$ cat config.mk
export PLATFORM = sky130hd
export DESIGN_NAME = frame_rate_meter_sequencer_flat
export DESIGN_NICKNAME = d
export VERILOG_FILES = /design/src/rtl/frs_pkg.sv /design/src/rtl/frs_if.sv /design/src/rtl/frs_mul.sv /design/src/rtl/frs_div.sv /design/src/rtl/frame_rate_meter_sequencer.sv /design/src/flat_wrapper.sv
export SDC_FILE = /design/constraint.sdc
export NUM_CORES = 2
export LEC_CHECK = 0
export BUFFER_PORTS_ARGS = -buffer_cell sky130_fd_sc_hd__buf_2
export CAP_MARGIN = 40
export CORE_MARGIN = 3
export CORE_UTILIZATION = 25
export DETAILED_ROUTE_END_ITERATION = 10
export GPL_ROUTABILITY_DRIVEN = 1
export PLACE_DENSITY = 0.39
export SLEW_MARGIN = 10
export SYNTH_ARGS = -nofsm -noshare
export SYNTH_HDL_FRONTEND = slang
export SYNTH_SLANG_ARGS = --single-unit
export TNS_END_PERCENT = 1
$ cat constraint.sdc
create_clock -name clock -period 8.3 [get_ports clock]
set_input_delay 1.245 -clock clock [delete_from_list [all_inputs] [get_ports clock]]
set_output_delay 1.245 -clock clock [all_outputs]
set_load 0.02 [all_outputs]
$ cat src/rtl/frs_pkg.sv
`timescale 1ns / 1ps

package frs_pkg;

   // field widths
   localparam int PID_BITS   = 32;
   localparam int LOC_BITS   = 64;
   localparam int FRAME_BITS = 32;
   localparam int TIME_BITS  = 63;
   localparam int RATE_BITS  = 16;
   localparam int STAT_BITS  = 4;
   localparam int CFG8_BITS  = 8;

   // significant bits of the frame counter, 8 to 32
   localparam int COUNT_BITS = 32;

   // tenths of fps per frame per microsecond
   localparam int                    SCALE_BITS = 24;
   localparam logic [SCALE_BITS-1:0] TENTHS_SCALE = 24'd10_000_000;

   localparam int PROD_BITS    = COUNT_BITS + SCALE_BITS;
   localparam int DIV_CNT_BITS = $clog2(PROD_BITS);
   localparam logic [DIV_CNT_BITS-1:0] DIV_LAST = DIV_CNT_BITS'(PROD_BITS - 1);

   // configuration port
   localparam int CSR_IDX_BITS  = 2;
   localparam int CSR_DATA_BITS = 16;
   localparam logic [CSR_IDX_BITS-1:0] CSR_DISCOVERY_DELAY = 2'd0;
   localparam logic [CSR_IDX_BITS-1:0] CSR_RETRY_TICKS     = 2'd1;
   localparam logic [CSR_IDX_BITS-1:0] CSR_MAX_RATE        = 2'd2;
   localparam logic [CSR_IDX_BITS-1:0] CSR_WARMUP_DISCARDS = 2'd3;

   localparam logic [CFG8_BITS-1:0] RST_DISCOVERY_DELAY = 8'd4;
   localparam logic [CFG8_BITS-1:0] RST_RETRY_TICKS     = 8'd5;
   localparam logic [RATE_BITS-1:0] RST_MAX_RATE        = 16'd1300;
   localparam logic [CFG8_BITS-1:0] RST_WARMUP_DISCARDS = 8'd1;

   // result status codes
   localparam logic [STAT_BITS-1:0] STAT_NONE     = 4'd0;
   localparam logic [STAT_BITS-1:0] STAT_DELAY    = 4'd1;
   localparam logic [STAT_BITS-1:0] STAT_RETRY    = 4'd2;
   localparam logic [STAT_BITS-1:0] STAT_LOC_FAIL = 4'd3;
   localparam logic [STAT_BITS-1:0] STAT_RD_FAIL  = 4'd4;
   localparam logic [STAT_BITS-1:0] STAT_BASELINE = 4'd5;
   localparam logic [STAT_BITS-1:0] STAT_NO_TIME  = 4'd6;
   localparam logic [STAT_BITS-1:0] STAT_WARMUP   = 4'd7;
   localparam logic [STAT_BITS-1:0] STAT_OVER_CAP = 4'd8;
   localparam logic [STAT_BITS-1:0] STAT_RATE     = 4'd9;

endpackage

$ cat src/rtl/frs_if.sv
`timescale 1ns / 1ps

interface frs_req_if;
   logic                                valid;
   logic                                ready;
   logic signed [frs_pkg::PID_BITS-1:0] process_id;
   logic                                locate_ok;
   logic [frs_pkg::LOC_BITS-1:0]        found_location;
   logic                                read_ok;
   logic [frs_pkg::FRAME_BITS-1:0]      frame_count;
   logic [frs_pkg::TIME_BITS-1:0]       time_us;

   modport source (output valid, process_id, locate_ok, found_location, read_ok,
                   frame_count, time_us, input ready);
   modport sink   (input valid, process_id, locate_ok, found_location, read_ok,
                   frame_count, time_us, output ready);
endinterface

interface frs_rsp_if;
   logic                          valid;
   logic                          ready;
   logic [frs_pkg::STAT_BITS-1:0] status;
   logic [frs_pkg::RATE_BITS-1:0] rate_tenths;
   logic                          process_changed;
   logic                          newly_located;
   logic [frs_pkg::LOC_BITS-1:0]  active_location;

   modport source (output valid, status, rate_tenths, process_changed, newly_located,
                   active_location, input ready);
   modport sink   (input valid, status, rate_tenths, process_changed, newly_located,
                   active_location, output ready);
endinterface

$ cat src/rtl/frs_mul.sv
`timescale 1ns / 1ps

// Bit-serial multiply by the tenths scale: one scale bit per cycle.
module frs_mul (
   input  logic                            clock,
   input  logic                            reset,
   input  logic                            start,
   input  logic [frs_pkg::COUNT_BITS-1:0]  delta,
   output logic                            done,
   output logic [frs_pkg::PROD_BITS-1:0]   product
);

   logic                             busy_ff;
   logic                             done_ff;
   logic [frs_pkg::PROD_BITS-1:0]    mcand_ff;
   logic [frs_pkg::SCALE_BITS-1:0]   mplier_ff;
   logic [frs_pkg::PROD_BITS-1:0]    acc_ff;
   logic [frs_pkg::PROD_BITS-1:0]    acc_in;

   assign acc_in = mplier_ff[0] ? acc_ff + mcand_ff : acc_ff;

   always_ff @(posedge clock) begin
      if (reset) begin
         busy_ff <= 1'b0;
         done_ff <= 1'b0;
      end else begin
         done_ff <= 1'b0;
         if (start) begin
            busy_ff <= 1'b1;
         end else if (busy_ff && mplier_ff[frs_pkg::SCALE_BITS-1:1] == '0) begin
            busy_ff <= 1'b0;
            done_ff <= 1'b1;
         end
      end
   end

   always_ff @(posedge clock) begin
      if (start) begin
         mcand_ff  <= {{(frs_pkg::PROD_BITS-frs_pkg::COUNT_BITS){1'b0}}, delta};
         mplier_ff <= frs_pkg::TENTHS_SCALE;
         acc_ff    <= '0;
      end else if (busy_ff) begin
         acc_ff    <= acc_in;
         mcand_ff  <= {mcand_ff[frs_pkg::PROD_BITS-2:0], 1'b0};
         mplier_ff <= {1'b0, mplier_ff[frs_pkg::SCALE_BITS-1:1]};
      end
   end

   assign done    = done_ff;
   assign product = acc_ff;

endmodule

$ cat src/rtl/frs_div.sv
`timescale 1ns / 1ps

// Restoring divider, one quotient bit per cycle, MSB first.
module frs_div (
   input  logic                           clock,
   input  logic                           reset,
   input  logic                           start,
   input  logic [frs_pkg::PROD_BITS-1:0]  dividend,
   input  logic [frs_pkg::TIME_BITS-1:0]  divisor,
   output logic                           done,
   output logic [frs_pkg::PROD_BITS-1:0]  quotient
);

   logic                               busy_ff;
   logic                               done_ff;
   logic [frs_pkg::DIV_CNT_BITS-1:0]   cnt_ff;
   logic [frs_pkg::TIME_BITS-1:0]      rem_ff;
   logic [frs_pkg::TIME_BITS-1:0]      dsr_ff;
   logic [frs_pkg::PROD_BITS-1:0]      quo_ff;   // dividend shifts out, quotient in
   logic [frs_pkg::TIME_BITS:0]        trial;
   logic [frs_pkg::TIME_BITS:0]        diff;
   logic                               fits;
   logic [frs_pkg::TIME_BITS-1:0]      rem_in;

   assign trial  = {rem_ff, quo_ff[frs_pkg::PROD_BITS-1]};
   assign diff   = trial - {1'b0, dsr_ff};
   assign fits   = trial >= {1'b0, dsr_ff};
   assign rem_in = fits ? diff[frs_pkg::TIME_BITS-1:0] : trial[frs_pkg::TIME_BITS-1:0];

   always_ff @(posedge clock) begin
      if (reset) begin
         busy_ff <= 1'b0;
         done_ff <= 1'b0;
      end else begin
         done_ff <= 1'b0;
         if (start) begin
            busy_ff <= 1'b1;
         end else if (busy_ff && cnt_ff == '0) begin
            busy_ff <= 1'b0;
            done_ff <= 1'b1;
         end
      end
   end

   always_ff @(posedge clock) begin
      if (start) begin
         rem_ff <= '0;
         dsr_ff <= divisor;
         quo_ff <= dividend;
         cnt_ff <= frs_pkg::DIV_LAST;
      end else if (busy_ff) begin
         rem_ff <= rem_in;
         quo_ff <= {quo_ff[frs_pkg::PROD_BITS-2:0], fits};
         cnt_ff <= cnt_ff - 1'b1;
      end
   end

   assign done     = done_ff;
   assign quotient = quo_ff;

endmodule

$ cat src/rtl/frame_rate_meter_sequencer.sv
`timescale 1ns / 1ps

// channel   dir  handshake            payload
// req_ch    in   valid/ready          process_id, locate_ok, found_location,
//                                     read_ok, frame_count, time_us
// rsp_ch    out  valid/ready          status, rate_tenths, process_changed,
//                                     newly_located, active_location
// csr_*     in   csr_we (no ready)    csr_index, csr_wdata
//
// A tick that needs no division passes from accept through EVAL and EMIT to the output register.
// A tick that is divided (rate or over cap) runs EVAL, the bit-serial scale multiplier,
// the one-bit-per-cycle divider and then EMIT.
// One tick is in flight at a time; the next is taken while a word waits on rsp_ch.
// Reset is synchronous, active high, and restores the configuration registers and tracking state.
// A stalled rsp_ch holds the finished word and, after that, the next one in flight.
module frame_rate_meter_sequencer (
   input  logic                                 clock,
   input  logic                                 reset,
   frs_req_if.sink                              req_ch,
   frs_rsp_if.source                            rsp_ch,
   input  logic                                 csr_we,
   input  logic [frs_pkg::CSR_IDX_BITS-1:0]     csr_index,
   input  logic [frs_pkg::CSR_DATA_BITS-1:0]    csr_wdata
);

   localparam logic [2:0] S_IDLE = 3'd0;
   localparam logic [2:0] S_EVAL = 3'd1;
   localparam logic [2:0] S_MUL  = 3'd2;
   localparam logic [2:0] S_DIV  = 3'd3;
   localparam logic [2:0] S_EMIT = 3'd4;

   localparam int CB = frs_pkg::COUNT_BITS;
   localparam int TB = frs_pkg::TIME_BITS;
   localparam int PB = frs_pkg::PROD_BITS;
   localparam int RB = frs_pkg::RATE_BITS;

   logic [2:0] state_ff;

   // configuration
   logic [frs_pkg::CFG8_BITS-1:0] disc_delay_ff;
   logic [frs_pkg::CFG8_BITS-1:0] retry_ticks_ff;
   logic [RB-1:0]                 max_rate_ff;
   logic [frs_pkg::CFG8_BITS-1:0] warm_disc_ff;

   // latched tick
   logic [frs_pkg::PID_BITS-1:0]  in_pid_ff;
   logic                          in_locate_ff;
   logic [frs_pkg::LOC_BITS-1:0]  in_found_ff;
   logic                          in_read_ff;
   logic [CB-1:0]                 in_count_ff;
   logic [TB-1:0]                 in_time_ff;

   // tracking state
   logic [frs_pkg::PID_BITS-1:0]  tracked_ff,    tracked_in;
   logic                          loc_valid_ff,  loc_valid_in;
   logic [frs_pkg::LOC_BITS-1:0]  held_loc_ff,   held_loc_in;
   logic [CB-1:0]                 last_count_ff, last_count_in;
   logic [TB-1:0]                 last_time_ff,  last_time_in;
   logic                          base_held_ff,  base_held_in;
   logic [7:0]                    warm_left_ff,  warm_left_in;
   logic [7:0]                    ticks_ff,      ticks_in;
   logic [7:0]                    retry_ff,      retry_in;

   // evaluation
   logic                          chg;
   logic                          no_proc;
   logic                          go_read;
   logic [frs_pkg::STAT_BITS-1:0] ev_status;
   logic                          ev_located;
   logic                          ev_div;
   logic [CB-1:0]                 delta;
   logic [TB-1:0]                 elapsed_ff;

   // pending result
   logic [frs_pkg::STAT_BITS-1:0] res_status_ff;
   logic [RB-1:0]                 res_rate_ff;
   logic                          res_changed_ff;
   logic                          res_located_ff;
   logic [frs_pkg::LOC_BITS-1:0]  res_loc_ff;

   // output register
   logic                          rsp_valid_ff;
   logic [frs_pkg::STAT_BITS-1:0] rsp_status_ff;
   logic [RB-1:0]                 rsp_rate_ff;
   logic                          rsp_changed_ff;
   logic                          rsp_located_ff;
   logic [frs_pkg::LOC_BITS-1:0]  rsp_loc_ff;
   logic                          load_out;

   // arithmetic
   logic                          mul_start;
   logic                          mul_done;
   logic [PB-1:0]                 mul_prod;
   logic                          div_done;
   logic [PB-1:0]                 quo;
   logic [PB-1:0]                 cap_ext;
   logic                          over_cap;

   assign req_ch.ready = (state_ff == S_IDLE);
   assign load_out     = (state_ff == S_EMIT) && (!rsp_valid_ff || rsp_ch.ready);

   always_ff @(posedge clock) begin
      if (reset) begin
         disc_delay_ff  <= frs_pkg::RST_DISCOVERY_DELAY;
         retry_ticks_ff <= frs_pkg::RST_RETRY_TICKS;
         max_rate_ff    <= frs_pkg::RST_MAX_RATE;
         warm_disc_ff   <= frs_pkg::RST_WARMUP_DISCARDS;
      end else if (csr_we) begin
         case (csr_index)
            frs_pkg::CSR_DISCOVERY_DELAY: disc_delay_ff  <= csr_wdata[7:0];
            frs_pkg::CSR_RETRY_TICKS:     retry_ticks_ff <= csr_wdata[7:0];
            frs_pkg::CSR_MAX_RATE:        max_rate_ff    <= csr_wdata[RB-1:0];
            frs_pkg::CSR_WARMUP_DISCARDS: warm_disc_ff   <= csr_wdata[7:0];
            default: ;
         endcase
      end
   end

   always_ff @(posedge clock) begin
      if (req_ch.valid && req_ch.ready) begin
         in_pid_ff    <= req_ch.process_id;
         in_locate_ff <= req_ch.locate_ok;
         in_found_ff  <= req_ch.found_location;
         in_read_ff   <= req_ch.read_ok;
         in_count_ff  <= req_ch.frame_count[CB-1:0];
         in_time_ff   <= req_ch.time_us;
      end
   end

   assign chg     = in_pid_ff != tracked_ff;
   assign no_proc = (in_pid_ff == '0) || in_pid_ff[frs_pkg::PID_BITS-1];
   assign delta   = in_count_ff - last_count_ff;

   // one tick of the tracking sequence, decided in the EVAL cycle
   always_comb begin
      tracked_in    = in_pid_ff;
      loc_valid_in  = loc_valid_ff & ~chg;
      held_loc_in   = held_loc_ff;
      last_count_in = chg ? '0 : last_count_ff;
      last_time_in  = chg ? '0 : last_time_ff;
      base_held_in  = base_held_ff & ~chg;
      warm_left_in  = chg ? warm_disc_ff : warm_left_ff;
      ticks_in      = chg ? 8'd0 : ticks_ff;
      retry_in      = chg ? 8'd0 : retry_ff;
      ev_status     = frs_pkg::STAT_NONE;
      ev_located    = 1'b0;
      ev_div        = 1'b0;
      go_read       = 1'b0;
      if (!no_proc) begin
         if (ticks_in != 8'hFF) begin
            ticks_in = ticks_in + 8'd1;
         end
         go_read = 1'b1;
         if (!loc_valid_in) begin
            if (ticks_in < disc_delay_ff) begin
               ev_status = frs_pkg::STAT_DELAY;
               go_read   = 1'b0;
            end else if (retry_in != 8'd0) begin
               retry_in  = retry_in - 8'd1;
               ev_status = frs_pkg::STAT_RETRY;
               go_read   = 1'b0;
            end else if (!in_locate_ff) begin
               retry_in  = retry_ticks_ff;
               ev_status = frs_pkg::STAT_LOC_FAIL;
               go_read   = 1'b0;
            end else begin
               loc_valid_in = 1'b1;
               held_loc_in  = in_found_ff;
               base_held_in = 1'b0;
               warm_left_in = warm_disc_ff;
               ev_located   = 1'b1;
            end
         end
         if (go_read) begin
            if (!in_read_ff) begin
               loc_valid_in = 1'b0;
               base_held_in = 1'b0;
               warm_left_in = warm_disc_ff;
               retry_in     = retry_ticks_ff;
               ev_status    = frs_pkg::STAT_RD_FAIL;
            end else if (!base_held_in) begin
               last_count_in = in_count_ff;
               last_time_in  = in_time_ff;
               base_held_in  = 1'b1;
               ev_status     = frs_pkg::STAT_BASELINE;
            end else begin
               last_count_in = in_count_ff;
               last_time_in  = in_time_ff;
               if (in_time_ff > last_time_ff) begin
                  if (warm_left_in != 8'd0) begin
                     warm_left_in = warm_left_in - 8'd1;
                     ev_status    = frs_pkg::STAT_WARMUP;
                  end else begin
                     ev_div = 1'b1;
                  end
               end else begin
                  ev_status = frs_pkg::STAT_NO_TIME;
               end
            end
         end
      end
   end

   always_ff @(posedge clock) begin
      if (reset) begin
         tracked_ff    <= '1;
         loc_valid_ff  <= 1'b0;
         last_count_ff <= '0;
         last_time_ff  <= '0;
         base_held_ff  <= 1'b0;
         warm_left_ff  <= 8'd1;
         ticks_ff      <= 8'd0;
         retry_ff      <= 8'd0;
      end else if (state_ff == S_EVAL) begin
         tracked_ff    <= tracked_in;
         loc_valid_ff  <= loc_valid_in;
         last_count_ff <= last_count_in;
         last_time_ff  <= last_time_in;
         base_held_ff  <= base_held_in;
         warm_left_ff  <= warm_left_in;
         ticks_ff      <= ticks_in;
         retry_ff      <= retry_in;
      end
   end

   always_ff @(posedge clock) begin
      if (state_ff == S_EVAL) begin
         held_loc_ff    <= held_loc_in;
         elapsed_ff     <= in_time_ff - last_time_ff;
         res_changed_ff <= chg;
         res_located_ff <= ev_located;
         res_loc_ff     <= loc_valid_in ? held_loc_in : '0;
         res_status_ff  <= ev_status;
         res_rate_ff    <= '0;
      end else if (state_ff == S_DIV && div_done) begin
         res_status_ff <= over_cap ? frs_pkg::STAT_OVER_CAP : frs_pkg::STAT_RATE;
         res_rate_ff   <= over_cap ? '0 : quo[RB-1:0];
      end
   end

   assign mul_start = (state_ff == S_EVAL) && ev_div;
   assign cap_ext   = {{(PB-RB){1'b0}}, max_rate_ff};
   assign over_cap  = quo > cap_ext;

   frs_mul u_mul (
      .clock   (clock),
      .reset   (reset),
      .start   (mul_start),
      .delta   (delta),
      .done    (mul_done),
      .product (mul_prod)
   );

   frs_div u_div (
      .clock    (clock),
      .reset    (reset),
      .start    (state_ff == S_MUL && mul_done),
      .dividend (mul_prod),
      .divisor  (elapsed_ff),
      .done     (div_done),
      .quotient (quo)
   );

   always_ff @(posedge clock) begin
      if (reset) begin
         state_ff <= S_IDLE;
      end else begin
         case (state_ff)
            S_IDLE: if (req_ch.valid) state_ff <= S_EVAL;
            S_EVAL: state_ff <= ev_div ? S_MUL : S_EMIT;
            S_MUL:  if (mul_done) state_ff <= S_DIV;
            S_DIV:  if (div_done) state_ff <= S_EMIT;
            S_EMIT: if (load_out) state_ff <= S_IDLE;
            default: state_ff <= S_IDLE;
         endcase
      end
   end

   always_ff @(posedge clock) begin
      if (reset) begin
         rsp_valid_ff <= 1'b0;
      end else if (load_out) begin
         rsp_valid_ff <= 1'b1;
      end else if (rsp_ch.ready) begin
         rsp_valid_ff <= 1'b0;
      end
   end

   always_ff @(posedge clock) begin
      if (load_out) begin
         rsp_status_ff  <= res_status_ff;
         rsp_rate_ff    <= res_rate_ff;
         rsp_changed_ff <= res_changed_ff;
         rsp_located_ff <= res_located_ff;
         rsp_loc_ff     <= res_loc_ff;
      end
   end

   assign rsp_ch.valid           = rsp_valid_ff;
   assign rsp_ch.status          = rsp_status_ff;
   assign rsp_ch.rate_tenths     = rsp_rate_ff;
   assign rsp_ch.process_changed = rsp_changed_ff;
   assign rsp_ch.newly_located   = rsp_located_ff;
   assign rsp_ch.active_location = rsp_loc_ff;

   a_accept_to_eval: assert property (@(posedge clock) disable iff (reset)
      req_ch.valid && req_ch.ready |=> state_ff == S_EVAL)
      else $error("accepted word did not enter evaluation");

   a_mul_done_state: assert property (@(posedge clock) disable iff (reset)
      mul_done |-> state_ff == S_MUL)
      else $error("multiplier finished outside its wait state");

   a_div_done_state: assert property (@(posedge clock) disable iff (reset)
      div_done |-> state_ff == S_DIV)
      else $error("divider finished outside its wait state");

   a_rate_in_cap: assert property (@(posedge clock) disable iff (reset)
      rsp_ch.valid && rsp_ch.status == frs_pkg::STAT_RATE |->
         rsp_ch.rate_tenths <= max_rate_ff)
      else $error("reported rate above cap");

endmodule

$ cat src/flat_wrapper.sv
// flat-port wrapper written by rule: the top's interface ports become plain ports
module frame_rate_meter_sequencer_flat 
  (clock, reset, csr_we, csr_index, csr_wdata, req_ch_valid, req_ch_process_id, req_ch_locate_ok, req_ch_found_location, req_ch_read_ok, req_ch_frame_count, req_ch_time_us, req_ch_ready, rsp_ch_valid, rsp_ch_status, rsp_ch_rate_tenths, rsp_ch_process_changed, rsp_ch_newly_located, rsp_ch_active_location, rsp_ch_ready);
  frs_req_if req_ch_i ();
  frs_rsp_if rsp_ch_i ();
  input  logic clock;
  input  logic reset;
  input  logic csr_we;
  input  logic [frs_pkg::CSR_IDX_BITS-1:0] csr_index;
  input  logic [frs_pkg::CSR_DATA_BITS-1:0] csr_wdata;
  input wire logic [$bits(req_ch_i.valid)-1:0] req_ch_valid;
  input wire logic [$bits(req_ch_i.process_id)-1:0] req_ch_process_id;
  input wire logic [$bits(req_ch_i.locate_ok)-1:0] req_ch_locate_ok;
  input wire logic [$bits(req_ch_i.found_location)-1:0] req_ch_found_location;
  input wire logic [$bits(req_ch_i.read_ok)-1:0] req_ch_read_ok;
  input wire logic [$bits(req_ch_i.frame_count)-1:0] req_ch_frame_count;
  input wire logic [$bits(req_ch_i.time_us)-1:0] req_ch_time_us;
  output wire logic [$bits(req_ch_i.ready)-1:0] req_ch_ready;
  output wire logic [$bits(rsp_ch_i.valid)-1:0] rsp_ch_valid;
  output wire logic [$bits(rsp_ch_i.status)-1:0] rsp_ch_status;
  output wire logic [$bits(rsp_ch_i.rate_tenths)-1:0] rsp_ch_rate_tenths;
  output wire logic [$bits(rsp_ch_i.process_changed)-1:0] rsp_ch_process_changed;
  output wire logic [$bits(rsp_ch_i.newly_located)-1:0] rsp_ch_newly_located;
  output wire logic [$bits(rsp_ch_i.active_location)-1:0] rsp_ch_active_location;
  input wire logic [$bits(rsp_ch_i.ready)-1:0] rsp_ch_ready;
  assign req_ch_i.valid = req_ch_valid;
  assign req_ch_i.process_id = req_ch_process_id;
  assign req_ch_i.locate_ok = req_ch_locate_ok;
  assign req_ch_i.found_location = req_ch_found_location;
  assign req_ch_i.read_ok = req_ch_read_ok;
  assign req_ch_i.frame_count = req_ch_frame_count;
  assign req_ch_i.time_us = req_ch_time_us;
  assign req_ch_ready = req_ch_i.ready;
  assign rsp_ch_valid = rsp_ch_i.valid;
  assign rsp_ch_status = rsp_ch_i.status;
  assign rsp_ch_rate_tenths = rsp_ch_i.rate_tenths;
  assign rsp_ch_process_changed = rsp_ch_i.process_changed;
  assign rsp_ch_newly_located = rsp_ch_i.newly_located;
  assign rsp_ch_active_location = rsp_ch_i.active_location;
  assign rsp_ch_i.ready = rsp_ch_ready;
  frame_rate_meter_sequencer u_core (.clock(clock), .reset(reset), .req_ch(req_ch_i), .rsp_ch(rsp_ch_i), .csr_we(csr_we), .csr_index(csr_index), .csr_wdata(csr_wdata));
endmodule
==> results.yml <==
run_status:
  outcome: "completed"
clocking:
  cts_setup_buffers: 0
  cts_sinks: 1017
  cts_buffers: 121
  ctsResizeCount: 0
  cts_max_level: 3
  insertion_delay_ns: 0.74
  clk_pin_slew_ns: 0.06
  cts_tree: "done"
  cts_max_path_buffers: 3
  cts_hold_buf: 0
  cts-root-buf: "clkbuf_16"
timing:
  post-route-period-util_pct: 80.7
  setup_viol: 0
  hold_violations: 0
  fmax_mhz: 149
  setup_ws_ns: 1.60
  rsz0062_at_grt: "false"
  worstMarginPinSlew_ns: 0.905
  max-slew-margin-rel_pct: 39.7
  tns_ns: 0
  slew_violations: 0
  min_period_ns: 6.70
  skew_ns: 0.0274
global_routing:
  grt.total_usage_pct: 13.8
  grt_pass1_vias: 35099
  antenna_found_initial: 26
  gr-total-overflow: 0
  grt_pass1_wl_mm: 218
  grt_max_degree: 120
detailed_routing:
  dr.first_iter.drc_count: 1884
  wire_per_inst_um: 18.7
  ant_nets: 0
  vias: 34747
  drc: 0
  first_pass_iters: 5
  drt_wl_total_mm: 143
  vias_per_cell: 4.54
finish:
  drive_gt1_share_pct: 13.3
  area_delta_synth_final_pct: 17.3
  nNetsFinal: 5384
  final_util_pct: 29.7
synth:
  netlist_area_um2: 49100
  avgSynthCellArea_um2: 10.6
  ys_top_cells_by_count: "627 x edfxtp_1, 579 x nand2_1, 399 x nor2_1"
  async_flop_share_pct: 0
  yosys_most_used_dff: "edfxtp_1"
  synthCells: 4645
  seq_area_frac_synth_pct: 54.3
  synth_top_cell_area_share_pct: 38.4
  ys.warnings.count: 0
  yosysMostFrequentCell: "edfxtp_1"
  synth-seq-cells: 1017
  synth_cell_types: 104
  synth_nets: 5103
  synth_top_area_cell: "edfxtp_1"
  synthTopCellsByArea: "edfxtp_1 38%, dfxtp_1 16%, ha_1 6.1%"
  synth-edff-count: 627
place:
  hpwl_mm: 102
  place.port_buffers: 303
  gp_congestion: 0.786
  dp_slack_ns: 1.56
power_and_ir_drop:
  pwr-share-clk_pct: 45.1
  p_int_uw: 9090
  leakage_uw: 0.0220
  switching_power_uw: 2820
  pwr-share-comb_pct: 7.4
  p_seq_share_pct: 47.4
  ir_drop_mv: 0.160
  power_switching_share_pct: 23.7
  powerDensity_nw_per_um2: 207
floorplan:
  core_um2: 194000
  dieHeight_um: 449
  initial_core_util_pct: 25.3
  dieArea_um2: 202000
  row_count: 161
  die_w_um: 449
  ioPinCount: 304
hold_path:
  hold_class: "reg -> reg"
worst_setup_path:
  slowest_delay_ns: 0.82
  crit_arrival_ns: 7.30
  crit_family: "simple AND/OR/NAND/NOR gates"
  rrSetupSlack_ns: 1.60
  cp-start-kind: "register"
  cp.required_ns: 8.90
  cp_slowest_cell: "and2_4"
  crit_fanout: 63
  critPathBufInv: 1
  crit_chain: "xnor2_1 > nand4_1 > nor4_1 > and3_1 > ha_1 > and4_1 > and4_1 > nand2_1 > mux2_2 > ha_1 > o21ai_0 > nand2b_1 > a21oi_1 > nor2_1 > o21ai_1 > a31o_2 > o31a_1 > nand2b_1 > nor2_8 > and2_4 > buf_4 > nor2_1"
  worstSetupPathType: "reg -> reg"
  worst_setup_path_end_kind: "register"
job:
  maxCapViolCount: 0
[cell type report]
class	count	area, um^2
Clock inverter	55	606
Timing Repair Buffer	352	2020
Clock buffer	174	3410
Inverter	253	955
Tap cell	2608	3260
Antenna cell	6	15.0
Sequential cell	1017	26600
Multi-Input combinational cell	3181	20600
Fill cell	20303	136000
[layer usage]
metal	up-vias	share of wire [%]	track usage, %	wire (um)
met4	4	3.1	4.95	4450
met3	211	2.9	1.88	4170
met2	463	52	25.3	73600
met5	-	0.018	0	26
li1	17327	-	-	-
met1	16742	42	16.3	60500
[kinds of logic after synthesis]
| family | count (synthesis) | share of synthesized area (%) |
|---|---|---|
| compound gates | 1113 | 14.7 |
| xor+xnor | 227 | 4.05 |
| fa+ha+maj | 242 | 6.23 |
| buf+inv | 447 | 3.81 |
| flops | 1017 | 54.3 |
| mux | 161 | 3.45 |
| simple gates | 1438 | 13.4 |
[flip-flops by register name, indices dropped and copies added (netlist names), 64 cells and up]
name and cells:
u_core.in_found_ff 64, u_core.rsp_ch.active_location 64, u_core.res_loc_ff 64, u_core.held_loc_ff 64
[worst reg2reg max path, delay by kind of cell (launching register included)]
kind	cells	cell delay (ns)
DFF	1	0.43
buffers and inverters	1	0.41
muxes	1	0.30
AOI/OAI and AO/OA	5	0.95
xor gates and xnor gates	1	0.22
adders and majority gates	2	0.47
and+or+nand+nor	12	3.77
[final timing paths]
path / start / to / cells after the start
min: u_core.elapsed_ff[3]$_DFFE_PN_ / u_core.u_div.dsr_ff[3]$_DFFE_PP_ / 0
max reg2reg: u_core.in_pid_ff[13]$_DFFE_PP_ / u_core.u_mul.mcand_ff[45]$_SDFFE_PN0P_ / 22
max: u_core.in_pid_ff[13]$_DFFE_PP_ / u_core.u_mul.mcand_ff[45]$_SDFFE_PN0P_ / 22
min reg2reg: u_core.elapsed_ff[3]$_DFFE_PN_ / u_core.u_div.dsr_ff[3]$_DFFE_PP_ / 0
[cell usage in the layout, fill, tap and decap left out, types with 91 or more instances in the layout]
master / count
edfxtp_1: 627
nand2_1: 577
nor2_1: 397
dfxtp_1: 388
a21oi_1: 336
buf_2: 304
inv_1: 250
ha_1: 238
o21ai_0: 196
xnor2_1: 151
a21o_1: 126
clkbuf_16: 124
a22oi_1: 104
mux2i_1: 95
nor2b_1: 91
[power by group through the flow]
stage / sequential, uW / clock, uW / combinational, uW
final: 5650 / 5370 / 885
after global routing: 5670 / 5780 / 991
after CTS: 5650 / 5610 / 905
after detailed placement: 5760 / 0 / 901
after global placement: 5760 / 0 / 897
after floorplan: 5750 / 0 / 593
[per-stage QoR]
stage / total power (uW) / instances / cell area [um^2] / hold slack, ns
finish: 11900 / 7646 / 57600 / 0.413
global route: 12400 / 7644 / 57500 / 0.416
CTS: 12200 / 7640 / 57500 / 0.415
detailed placement: 6660 / 7411 / 53500 / 0.405
global placement: 6650 / 7401 / 53300 / 0.401
floorplan: 6350 / 4645 / 49100 / 0.400
Note: power is estimated with default switching activity, not from simulation.
